<file path="config.mk">
export PLATFORM = sky130hd
export DESIGN_NAME = antialiased_line_raster_core_flat
export DESIGN_NICKNAME = d
export VERILOG_FILES = /design/src/hdl/alr_pkg.sv /design/src/hdl/alr_if.sv /design/src/hdl/alr_div.sv /design/src/hdl/antialiased_line_raster_core.sv /design/src/flat_wrapper.sv
export SDC_FILE = /design/constraint.sdc
export NUM_CORES = 2
export LEC_CHECK = 0
export BUFFER_PORTS_ARGS = -buffer_cell sky130_fd_sc_hd__buf_2
export CORE_MARGIN = 1
export CORE_UTILIZATION = 30
export CTS_BUF_LIST = sky130_fd_sc_hd__clkbuf_16
export DETAILED_ROUTE_END_ITERATION = 6
export PLACE_DENSITY = 0.45
export SKIP_LAST_GASP = 1
export SLEW_MARGIN = 5
export SYNTH_ARGS = -nofsm -noshare
export SYNTH_HDL_FRONTEND = slang
export SYNTH_SLANG_ARGS = --single-unit
</file>
<file path="constraint.sdc">
create_clock -name clk -period 48 [get_ports clk]
set_input_delay 9.6 -clock clk [delete_from_list [all_inputs] [get_ports clk]]
set_output_delay 9.6 -clock clk [all_outputs]
set_load 0.01 [all_outputs]
</file>
<file path="src/hdl/alr_pkg.sv">
`default_nettype none
package alr_pkg;

  // Field and state widths.
  localparam int COORD_W = 24;
  localparam int COORD_F = 8;
  localparam int SLOPE_F = 16;
  localparam int COV_F   = 8;
  localparam int PIX_W   = 16;
  localparam int COV_W   = COV_F + 1;
  localparam int COL_W   = PIX_W + 2;
  localparam int ICPT_W  = 32;
  localparam int SLOPE_W = SLOPE_F + 2;
  localparam int QUO_W   = SLOPE_F + 1;
  localparam int GAP_W   = COORD_F + 2;
  localparam int MUL_AW  = SLOPE_W + 1;
  localparam int MUL_BW  = GAP_W + 1;
  localparam int MUL_PW  = MUL_AW + MUL_BW;

  // Commands carried by an input word.
  localparam logic CMD_START = 1'b0;
  localparam logic CMD_STEP  = 1'b1;

  // Sequencer states.
  typedef enum logic [8:0] {
    ST_IDLE = 9'b000000001,
    ST_SWAP = 9'b000000010,
    ST_SORT = 9'b000000100,
    ST_PREP = 9'b000001000,
    ST_DIV  = 9'b000010000,
    ST_EPM  = 9'b000100000,
    ST_EPA  = 9'b001000000,
    ST_EMIT = 9'b010000000,
    ST_STEP = 9'b100000000
  } state_t;

  // Divider status towards the sequencer.
  typedef struct packed {
    logic             done;
    logic [QUO_W-1:0] quo;
  } div_res_t;

  // Major coordinate rounded to the nearest pixel, ties away from zero.
  function automatic logic signed [COL_W-1:0] round_coord(input logic signed [COORD_W-1:0] v);
    logic [COORD_W:0] mag;
    logic [COORD_W:0] sum;
    logic [COL_W-1:0] s;
    mag = v[COORD_W-1] ? ((~{v[COORD_W-1], v}) + (COORD_W+1)'(1)) : {v[COORD_W-1], v};
    sum = mag + (COORD_W+1)'(1 << (COORD_F - 1));
    s   = COL_W'(sum >> COORD_F);
    return v[COORD_W-1] ? COL_W'(-s) : s;
  endfunction

endpackage
`default_nettype wire

</file>
<file path="src/hdl/alr_if.sv">
`default_nettype none
// Command words into the rasteriser.
interface alr_req_if;
  import alr_pkg::*;
  logic                       valid;
  logic                       ready;
  logic                       cmd;
  logic signed [COORD_W-1:0]  start_x;
  logic signed [COORD_W-1:0]  start_y;
  logic signed [COORD_W-1:0]  end_x;
  logic signed [COORD_W-1:0]  end_y;
  modport source (output valid, cmd, start_x, start_y, end_x, end_y, input ready);
  modport sink (input valid, cmd, start_x, start_y, end_x, end_y, output ready);
endinterface

// Pixel words out of the rasteriser.
interface alr_res_if;
  import alr_pkg::*;
  logic                     valid;
  logic                     ready;
  logic signed [PIX_W-1:0]  pixel_x;
  logic signed [PIX_W-1:0]  pixel_y;
  logic [COV_W-1:0]         coverage;
  logic                     last;
  logic                     done_res;
  modport source (output valid, pixel_x, pixel_y, coverage, last, done_res, input ready);
  modport sink (input valid, pixel_x, pixel_y, coverage, last, done_res, output ready);
endinterface
`default_nettype wire

</file>
<file path="src/hdl/alr_div.sv">
`default_nettype none
// Restoring divider for the rounded gradient: (2*num*2^16 + den) / (2*den).
// One quotient bit per cycle; the quotient is known to stay below 2^17.
module alr_div import alr_pkg::*; (
  input  logic               clk,
  input  logic               rst,
  input  logic               go,
  input  logic [COORD_W-1:0] num,
  input  logic [COORD_W-1:0] den,
  output div_res_t           res
);

  localparam int NUM_W = COORD_W + QUO_W + 1;
  localparam int CNT_W = $clog2(QUO_W + 1);

  logic [COORD_W:0]   rem;
  logic [COORD_W:0]   dvs;
  logic [QUO_W-1:0]   nlow;
  logic [QUO_W-1:0]   quo;
  logic [CNT_W-1:0]   cnt;
  logic               busy;
  logic               done;
  logic [NUM_W-1:0]   nsum;
  logic [COORD_W+1:0] trial;
  logic               fits;

  // Dividend and one trial subtraction.
  assign nsum  = {1'b0, num, QUO_W'(0)} + NUM_W'(den);
  assign trial = {rem, nlow[QUO_W-1]};
  assign fits  = trial >= {1'b0, dvs};

  always_ff @(posedge clk) begin
    if (rst) begin
      busy <= 1'b0;
      done <= 1'b0;
      cnt  <= '0;
    end else begin
      done <= 1'b0;
      if (go) begin
        rem  <= nsum[NUM_W-1:QUO_W];
        nlow <= nsum[QUO_W-1:0];
        dvs  <= {den, 1'b0};
        cnt  <= CNT_W'(QUO_W);
        busy <= 1'b1;
      end else if (busy) begin
        rem  <= fits ? (COORD_W+1)'(trial - {1'b0, dvs}) : trial[COORD_W:0];
        nlow <= {nlow[QUO_W-2:0], 1'b0};
        quo  <= {quo[QUO_W-2:0], fits};
        cnt  <= cnt - CNT_W'(1);
        if (cnt == CNT_W'(1)) begin
          busy <= 1'b0;
          done <= 1'b1;
        end
      end
    end
  end

  assign res.done = done;
  assign res.quo  = quo;

endmodule
`default_nettype wire

</file>
<file path="src/hdl/antialiased_line_raster_core.sv">
//  channel | dir | words
//  req     | in  | cmd, start_x, start_y, end_x, end_y (valid/ready)
//  res     | out | pixel_x, pixel_y, coverage, last, done_res (valid/ready)
//
// A start word passes through the accepting cycle, the swap, sort and prep set-up states,
// the one-bit-per-cycle gradient divider, the EPM and EPA states for each endpoint on
// the shared multiplier, then the pixel words; coincident endpoints skip the divider.
// A step word emits two pixel words. req.ready is high only while the sequencer is idle;
// the last pixel word waits in the output register while the next command is taken.
// A stalled res holds its word and the sequencer; rst is synchronous and clears control.
`default_nettype none
module antialiased_line_raster_core import alr_pkg::*; (
  input  logic        clk,
  input  logic        rst,
  alr_req_if.sink     req,
  alr_res_if.source   res
);

  state_t                    state;
  logic signed [COORD_W-1:0] ax0, ay0, ax1, ay1;
  logic                      steep_flag;
  logic                      dy_neg;
  logic signed [SLOPE_W-1:0] slope;
  logic                      ep;
  logic [1:0]                idx;
  logic signed [COL_W-1:0]   xe0, xe1;
  logic [ICPT_W-1:0]         ye0, ye1;
  logic [ICPT_W-1:0]         intercept;
  logic signed [COL_W-1:0]   current_column, stop_column;
  logic                      line_active;
  logic signed [MUL_PW-1:0]  prod;

  logic                      out_valid;
  logic [PIX_W-1:0]          out_x, out_y;
  logic [COV_W-1:0]          out_cov;
  logic                      out_last, out_done;

  logic                      div_go;
  div_res_t                  div_res;

  // Set-up arithmetic.
  logic signed [COORD_W:0]   dxs, dys;
  logic [COORD_W:0]          adx, ady;
  logic                      steep;
  logic [COORD_W-1:0]        dx_u, dy_abs;

  // Shared multiplier.
  logic signed [MUL_AW-1:0]  mul_a;
  logic signed [MUL_BW-1:0]  mul_b;
  logic signed [MUL_PW-1:0]  mul_p;

  // Endpoint and pixel selection.
  logic signed [COL_W-1:0]   xe_ep;
  logic signed [COORD_W-1:0] v_ep, y_ep;
  logic signed [COORD_W+1:0] off_ep;
  logic [ICPT_W-1:0]         ye_new;
  logic [ICPT_W-1:0]         ye_s;
  logic [SLOPE_F:0]          cov_a;
  logic [GAP_W-1:0]          gap;
  logic [MUL_PW-1:0]         cov_raw;
  logic [COV_W-1:0]          cov_end;
  logic [COV_F-1:0]          fc;
  logic signed [COL_W-1:0]   col_next;
  logic                      step_more;
  logic                      load_ok;
  logic                      load_word;
  logic [COL_W-1:0]          major;
  logic [PIX_W-1:0]          minor;
  logic [COV_W-1:0]          cov_sel;

  alr_div u_div (
    .clk (clk),
    .rst (rst),
    .go  (div_go),
    .num (dy_abs),
    .den (dx_u),
    .res (div_res)
  );

  assign req.ready = (state == ST_IDLE);
  assign load_ok   = !out_valid || res.ready;
  assign load_word = ((state == ST_EMIT) || (state == ST_STEP)) && load_ok;
  assign div_go    = (state == ST_PREP) && (dx_u != '0);

  // Steepness and gradient operands.
  always_comb begin
    dxs    = {ax1[COORD_W-1], ax1} - {ax0[COORD_W-1], ax0};
    dys    = {ay1[COORD_W-1], ay1} - {ay0[COORD_W-1], ay0};
    adx    = dxs[COORD_W] ? (COORD_W+1)'(-dxs) : dxs;
    ady    = dys[COORD_W] ? (COORD_W+1)'(-dys) : dys;
    steep  = adx < ady;
    dx_u   = dxs[COORD_W-1:0];
    dy_abs = ady[COORD_W-1:0];
  end

  // Endpoint offset from its rounded column.
  always_comb begin
    xe_ep  = ep ? xe1 : xe0;
    v_ep   = ep ? ax1 : ax0;
    y_ep   = ep ? ay1 : ay0;
    off_ep = {xe_ep, COORD_F'(0)} - (COORD_W+2)'(v_ep);
    ye_new = {y_ep, COORD_F'(0)} + ICPT_W'(prod >>> COORD_F);
  end

  // Endpoint coverage operands for the word being emitted.
  always_comb begin
    ye_s  = idx[1] ? ye1 : ye0;
    cov_a = idx[0] ? {1'b0, ye_s[SLOPE_F-1:0]}
                   : (SLOPE_F+1)'(1 << SLOPE_F) - {1'b0, ye_s[SLOPE_F-1:0]};
    gap   = idx[1] ? {ax1[COORD_F-1:0], 1'b1}
                   : GAP_W'(1 << (COORD_F + 1)) - {ax0[COORD_F-1:0], 1'b1};
  end

  // One multiplier serves the endpoint intercepts and the endpoint coverage.
  always_comb begin
    if (state == ST_EPM) begin
      mul_a = MUL_AW'(slope);
      mul_b = MUL_BW'(off_ep);
    end else begin
      mul_a = MUL_AW'(cov_a);
      mul_b = MUL_BW'(gap);
    end
    mul_p   = mul_a * mul_b;
    cov_raw = mul_p >> (SLOPE_F + COORD_F + 1 - COV_F);
    cov_end = (cov_raw > MUL_PW'(1 << COV_F)) ? COV_W'(1 << COV_F) : COV_W'(cov_raw);
  end

  // Interior column values.
  always_comb begin
    fc        = intercept[SLOPE_F-1 -: COV_F];
    col_next  = current_column + COL_W'(1);
    step_more = col_next < stop_column;
  end

  // Pixel word content.
  always_comb begin
    if (state == ST_STEP) begin
      major   = current_column;
      minor   = intercept[ICPT_W-1:SLOPE_F] + PIX_W'(idx[0]);
      cov_sel = idx[0] ? COV_W'(fc) : COV_W'(1 << COV_F) - COV_W'(fc);
    end else begin
      major   = idx[1] ? xe1 : xe0;
      minor   = ye_s[ICPT_W-1:SLOPE_F] + PIX_W'(idx[0]);
      cov_sel = cov_end;
    end
  end

  // Sequencer.
  always_ff @(posedge clk) begin
    if (rst) begin
      state          <= ST_IDLE;
      steep_flag     <= 1'b0;
      line_active    <= 1'b0;
      current_column <= '0;
      stop_column    <= '0;
      intercept      <= '0;
      slope          <= '0;
      ep             <= 1'b0;
      idx            <= '0;
      out_valid      <= 1'b0;
    end else begin
      // The output register empties when its word is taken and nothing replaces it.
      if (out_valid && res.ready && !load_word) begin
        out_valid <= 1'b0;
      end
      case (state)
        ST_IDLE: begin
          if (req.valid) begin
            if (req.cmd == CMD_START) begin
              ax0   <= req.start_x;
              ay0   <= req.start_y;
              ax1   <= req.end_x;
              ay1   <= req.end_y;
              state <= ST_SWAP;
            end else if (line_active) begin
              idx   <= '0;
              state <= ST_STEP;
            end
          end
        end
        ST_SWAP: begin
          steep_flag <= steep;
          if (steep) begin
            ax0 <= ay0;
            ay0 <= ax0;
            ax1 <= ay1;
            ay1 <= ax1;
          end
          state <= ST_SORT;
        end
        ST_SORT: begin
          if (ax1 < ax0) begin
            ax0 <= ax1;
            ay0 <= ay1;
            ax1 <= ax0;
            ay1 <= ay0;
          end
          state <= ST_PREP;
        end
        ST_PREP: begin
          dy_neg <= dys[COORD_W];
          xe0    <= round_coord(ax0);
          xe1    <= round_coord(ax1);
          ep     <= 1'b0;
          if (dx_u == '0) begin
            slope <= SLOPE_W'(1 << SLOPE_F);
            state <= ST_EPM;
          end else begin
            state <= ST_DIV;
          end
        end
        ST_DIV: begin
          if (div_res.done) begin
            slope <= dy_neg ? SLOPE_W'(-{1'b0, div_res.quo}) : SLOPE_W'({1'b0, div_res.quo});
            state <= ST_EPM;
          end
        end
        ST_EPM: begin
          prod  <= mul_p;
          state <= ST_EPA;
        end
        ST_EPA: begin
          if (!ep) begin
            ye0   <= ye_new;
            ep    <= 1'b1;
            state <= ST_EPM;
          end else begin
            ye1            <= ye_new;
            intercept      <= ye0 + ICPT_W'(slope);
            current_column <= xe0 + COL_W'(1);
            stop_column    <= xe1;
            line_active    <= (xe0 + COL_W'(1)) < xe1;
            idx            <= '0;
            state          <= ST_EMIT;
          end
        end
        ST_EMIT: begin
          if (load_ok) begin
            out_valid <= 1'b1;
            out_x     <= steep_flag ? minor : major[PIX_W-1:0];
            out_y     <= steep_flag ? major[PIX_W-1:0] : minor;
            out_cov   <= cov_sel;
            out_last  <= (idx == 2'd3);
            out_done  <= !line_active;
            idx       <= idx + 2'd1;
            if (idx == 2'd3) begin
              state <= ST_IDLE;
            end
          end
        end
        ST_STEP: begin
          if (load_ok) begin
            out_valid <= 1'b1;
            out_x     <= steep_flag ? minor : major[PIX_W-1:0];
            out_y     <= steep_flag ? major[PIX_W-1:0] : minor;
            out_cov   <= cov_sel;
            out_last  <= idx[0];
            out_done  <= !step_more;
            idx       <= idx + 2'd1;
            if (idx[0]) begin
              intercept      <= intercept + ICPT_W'(slope);
              current_column <= col_next;
              line_active    <= step_more;
              state          <= ST_IDLE;
            end
          end
        end
        default: begin
          state <= ST_IDLE;
        end
      endcase
    end
  end

  assign res.valid    = out_valid;
  assign res.pixel_x  = out_x;
  assign res.pixel_y  = out_y;
  assign res.coverage = out_cov;
  assign res.last     = out_last;
  assign res.done_res = out_done;

endmodule
`default_nettype wire

</file>
<file path="src/flat_wrapper.sv">
// flat-port wrapper written by rule: the top's interface ports become plain ports
module antialiased_line_raster_core_flat import alr_pkg::*;
  (clk, rst, req_valid, req_cmd, req_start_x, req_start_y, req_end_x, req_end_y, req_ready, res_valid, res_pixel_x, res_pixel_y, res_coverage, res_last, res_done_res, res_ready);
  alr_req_if req_i ();
  alr_res_if res_i ();
  input  logic clk;
  input  logic rst;
  input wire logic [$bits(req_i.valid)-1:0] req_valid;
  input wire logic [$bits(req_i.cmd)-1:0] req_cmd;
  input wire logic [$bits(req_i.start_x)-1:0] req_start_x;
  input wire logic [$bits(req_i.start_y)-1:0] req_start_y;
  input wire logic [$bits(req_i.end_x)-1:0] req_end_x;
  input wire logic [$bits(req_i.end_y)-1:0] req_end_y;
  output wire logic [$bits(req_i.ready)-1:0] req_ready;
  output wire logic [$bits(res_i.valid)-1:0] res_valid;
  output wire logic [$bits(res_i.pixel_x)-1:0] res_pixel_x;
  output wire logic [$bits(res_i.pixel_y)-1:0] res_pixel_y;
  output wire logic [$bits(res_i.coverage)-1:0] res_coverage;
  output wire logic [$bits(res_i.last)-1:0] res_last;
  output wire logic [$bits(res_i.done_res)-1:0] res_done_res;
  input wire logic [$bits(res_i.ready)-1:0] res_ready;
  assign req_i.valid = req_valid;
  assign req_i.cmd = req_cmd;
  assign req_i.start_x = req_start_x;
  assign req_i.start_y = req_start_y;
  assign req_i.end_x = req_end_x;
  assign req_i.end_y = req_end_y;
  assign req_ready = req_i.ready;
  assign res_valid = res_i.valid;
  assign res_pixel_x = res_i.pixel_x;
  assign res_pixel_y = res_i.pixel_y;
  assign res_coverage = res_i.coverage;
  assign res_last = res_i.last;
  assign res_done_res = res_i.done_res;
  assign res_i.ready = res_ready;
  antialiased_line_raster_core u_core (.clk(clk), .rst(rst), .req(req_i), .res(res_i));
endmodule
</file>
==> results.yml <==
die:
  io-pin-count: 146
  initial_core_util_pct: 30.3
  dieWidth_um: 369
  core_area_mm2: 0.133
  num_rows: 134
  dieArea_mm2: 0.136
  chipHeight_um: 369
placed_design:
  place.port_buffers: 145
  place_area_mm2: 0.0432
  place_congestion: 0.860
  hpwlAfterDp_mm: 108
synthesis:
  yosysTopAreaCell: "edfxtp_1"
  async_flop_share_pct: 0
  yosysTopAreaCellShare_pct: 25.7
  yosysUniqueCellTypes: 101
  synth_edf_count: 345
  ys_warn_count: 0
  synth_flop_cell: "edfxtp_1"
  synthTopCellsByArea: "edfxtp_1 (26%), fa_1 (9.3%), ha_1 (8.4%)"
  ys_seq_elements: 453
  syn_avg_cell_area_um2: 8.69
  postSynthCellCount: 4648
  yosysSeqAreaShare_pct: 31.0
  syn_area_mm2: 0.0404
  synth_fp_nets: 5208
sta:
  fin_crit_ns: 12.22
  maxSlewViolCount: 0
  finClkSkew_ns: 0.0237
  min_period_over_period_pct: 25.5
  max_slew_margin_pct: 14.0
  worst_pin_slew_ns: 1.29
  finalSetupViolCount: 0
  rsz0062_at_grt: "false"
  finalSetupTns_ns: 0
  final_hold_viol_count: 0
  fmax_mhz: 81.8
final_layout:
  fillers: 14100
  fin_area_mm2: 0.0451
  layout-drive-gt1-share_pct: 7.96
  nets: 5274
  final_cell_mix: "nand2_1 (672), inv_1 (432), nor2_1 (397)"
  areaGrowthSynthToFinish_pct: 11.7
  final_common_cell: "nand2_1"
route:
  drc: 0
  drtAntennaViolNets: 0
  num_vias: 33700
  wl_per_cell_um: 21.3
  dr.first_iter.drc_count: 2578
  vias_per_cell: 5.17
  first_pass_iters: 5
  routed_wl_mm: 139
job:
  drv_cap: 0
clock_network:
  cts.sinks: 453
  root_buffer: "clkbuf_16"
  hold_buffers: 0
  clockBufferDepth: 3
  clock_latency_ns: 0.66
  cts_tree: "done"
  cts_setup_buffers: 0
  clk_pin_slew_ns: 0.06
  htree_levels: 2
  cts_inserted_buffers: 53
  cts_resized: 0
pwr:
  powerDensity_mw_per_mm2: 32.7
  power.leakage_nw: 18.6
  ir_worst_vdd_uv: 31.5
grt:
  overflow: 0
  grt_max_degree: 87
  antenna_found_initial: 8
  grt_first_pass_wirelength_mm: 209
  track_usage_pct: 20.1
  grt_pass1_vias: 32800
worst_setup_path:
  path_cells: "nor2_1 > nand3b_1 > or3_1 > nor3b_1 > buf_2"
  endpoint_kind: "primary output"
  cpPeakStageDelay_ns: 0.67
  cp_slowest_cell: "nor3b_1"
  worstPathArrival_ns: 2.62
  crit_required_ns: 38.40
  worstSetupPathType: "reg2out"
  critPathMaxFanout: 5
  path_delay_family: "simple AND/OR/NAND/NOR gates"
  start_kind: "flip-flop"
  path_buf_inv: 1
hold_path:
  hp-class: "reg2reg"
outcome:
  status: "finished clean"
[final timing paths]
| check | cells past startpoint | to | slack [ns] | start |
|---|---|---|---|---|
| max reg2reg | 30 | u_core.res.coverage[7] | 38.15 | u_core.state[0] |
| min reg2reg | 2 | u_core.intercept[23] | 0.45 | u_core.intercept[23] |
| max | 5 | req_ready | 35.78 | u_core.state[6] |
| min | 2 | u_core.intercept[23] | 0.45 | u_core.intercept[23] |
[layout make-up]
class / count / area (um2) / area share, %
diodes: 2 / 5.00 / 0.0111
clock buffers: 53 / 1330 / 2.94
clock inverters: 47 / 567 / 1.26
inverters: 428 / 1610 / 3.56
multi-input cells: 3564 / 25600 / 56.8
flip-flops and latches: 453 / 12500 / 27.8
well taps: 1768 / 2210 / 4.91
repair buffers: 214 / 1250 / 2.76
[cell families after synthesis]
family,synth area share (%)
AND/OR/NAND/NOR,18.0
flip-flops,31.0
buffers and inverters,5.91
XOR/XNOR,7.70
AO/OA/AOI/OAI,17.1
adder cells (fa/ha/maj),17.7
multiplexers,2.53
[layer usage]
metal	track usage, %	share of wire, %	vias up
li1	-	-	16400
met1	28.8	48	16500
met2	32.5	45	773
met3	2.09	4.3	118
met4	4.57	2.2	4
met5	0	0.019	-
[metrics by stage]
stage / instances / hold slack, ns / setup WS, ns / utilization (%) / power [mW]
4_1_cts: 6527 / 0.452 / 35.75 / 33.8 / 1.49
3_3_place_gp: 6427 / 0.436 / 35.80 / 32.4 / 1.03
3_5_place_dp: 6427 / 0.443 / 35.75 / 32.4 / 1.03
6_report: 6529 / 0.452 / 35.78 / 33.8 / 1.47
2_1_floorplan: 4648 / 0.421 / 22.09 / - / 0.861
5_1_grt: 6528 / 0.468 / 35.68 / 33.8 / 1.57
[worst min-delay path: cells and delay by family, from the launching register on]
family	cells	cell delay (ns)
and+or+nand+nor	1	0.05
AOI/OAI and AO/OA	1	0.05
DFF	1	0.31
[synthesized netlist by cell type, types with 38 or more instances]
cell type / n
mux2i_1: 94
edfxtp_1: 345
nor2_1: 402
a21o_1: 101
ha_1: 271
dfxtp_1: 108
xnor2_1: 238
xor2_1: 110
a31oi_1: 42
fa_1: 188
a21oi_1: 301
clkbuf_1: 166
nor3_1: 85
o21a_1: 46
inv_1: 424
a22oi_1: 110
o21ai_0: 189
nand2_1: 673
a211oi_1: 38
nand3_1: 78
and3_1: 51
nand4_1: 48
[power breakdown]
part	internal, mW	total, mW	switching, mW	leakage (nW)
sequential	0.451	0.465	0.0141	3.99
clock	0.262	0.449	0.186	0.953
combinational	0.211	0.561	0.350	13.7
total	0.924	1.47	0.551	18.6
[sequential cells by signal, summed over array words and instances (netlist names), 5 cells and up]
signal / count
u_core.ax0: 24
u_core.ax1: 24
u_core.ay0: 24
u_core.ay1: 24
u_core.current_column: 18
u_core.intercept: 32
u_core.prod: 22
u_core.res.coverage: 9
u_core.res.pixel_x: 16
u_core.res.pixel_y: 16
u_core.slope: 18
u_core.state: 9
u_core.stop_column: 18
u_core.u_div.cnt: 5
u_core.u_div.dvs: 24
u_core.u_div.nlow: 17
u_core.u_div.quo: 17
u_core.u_div.rem: 25
u_core.xe0: 18
u_core.xe1: 18
u_core.ye0: 32
u_core.ye1: 32
(Power assumes the default switching activity.)
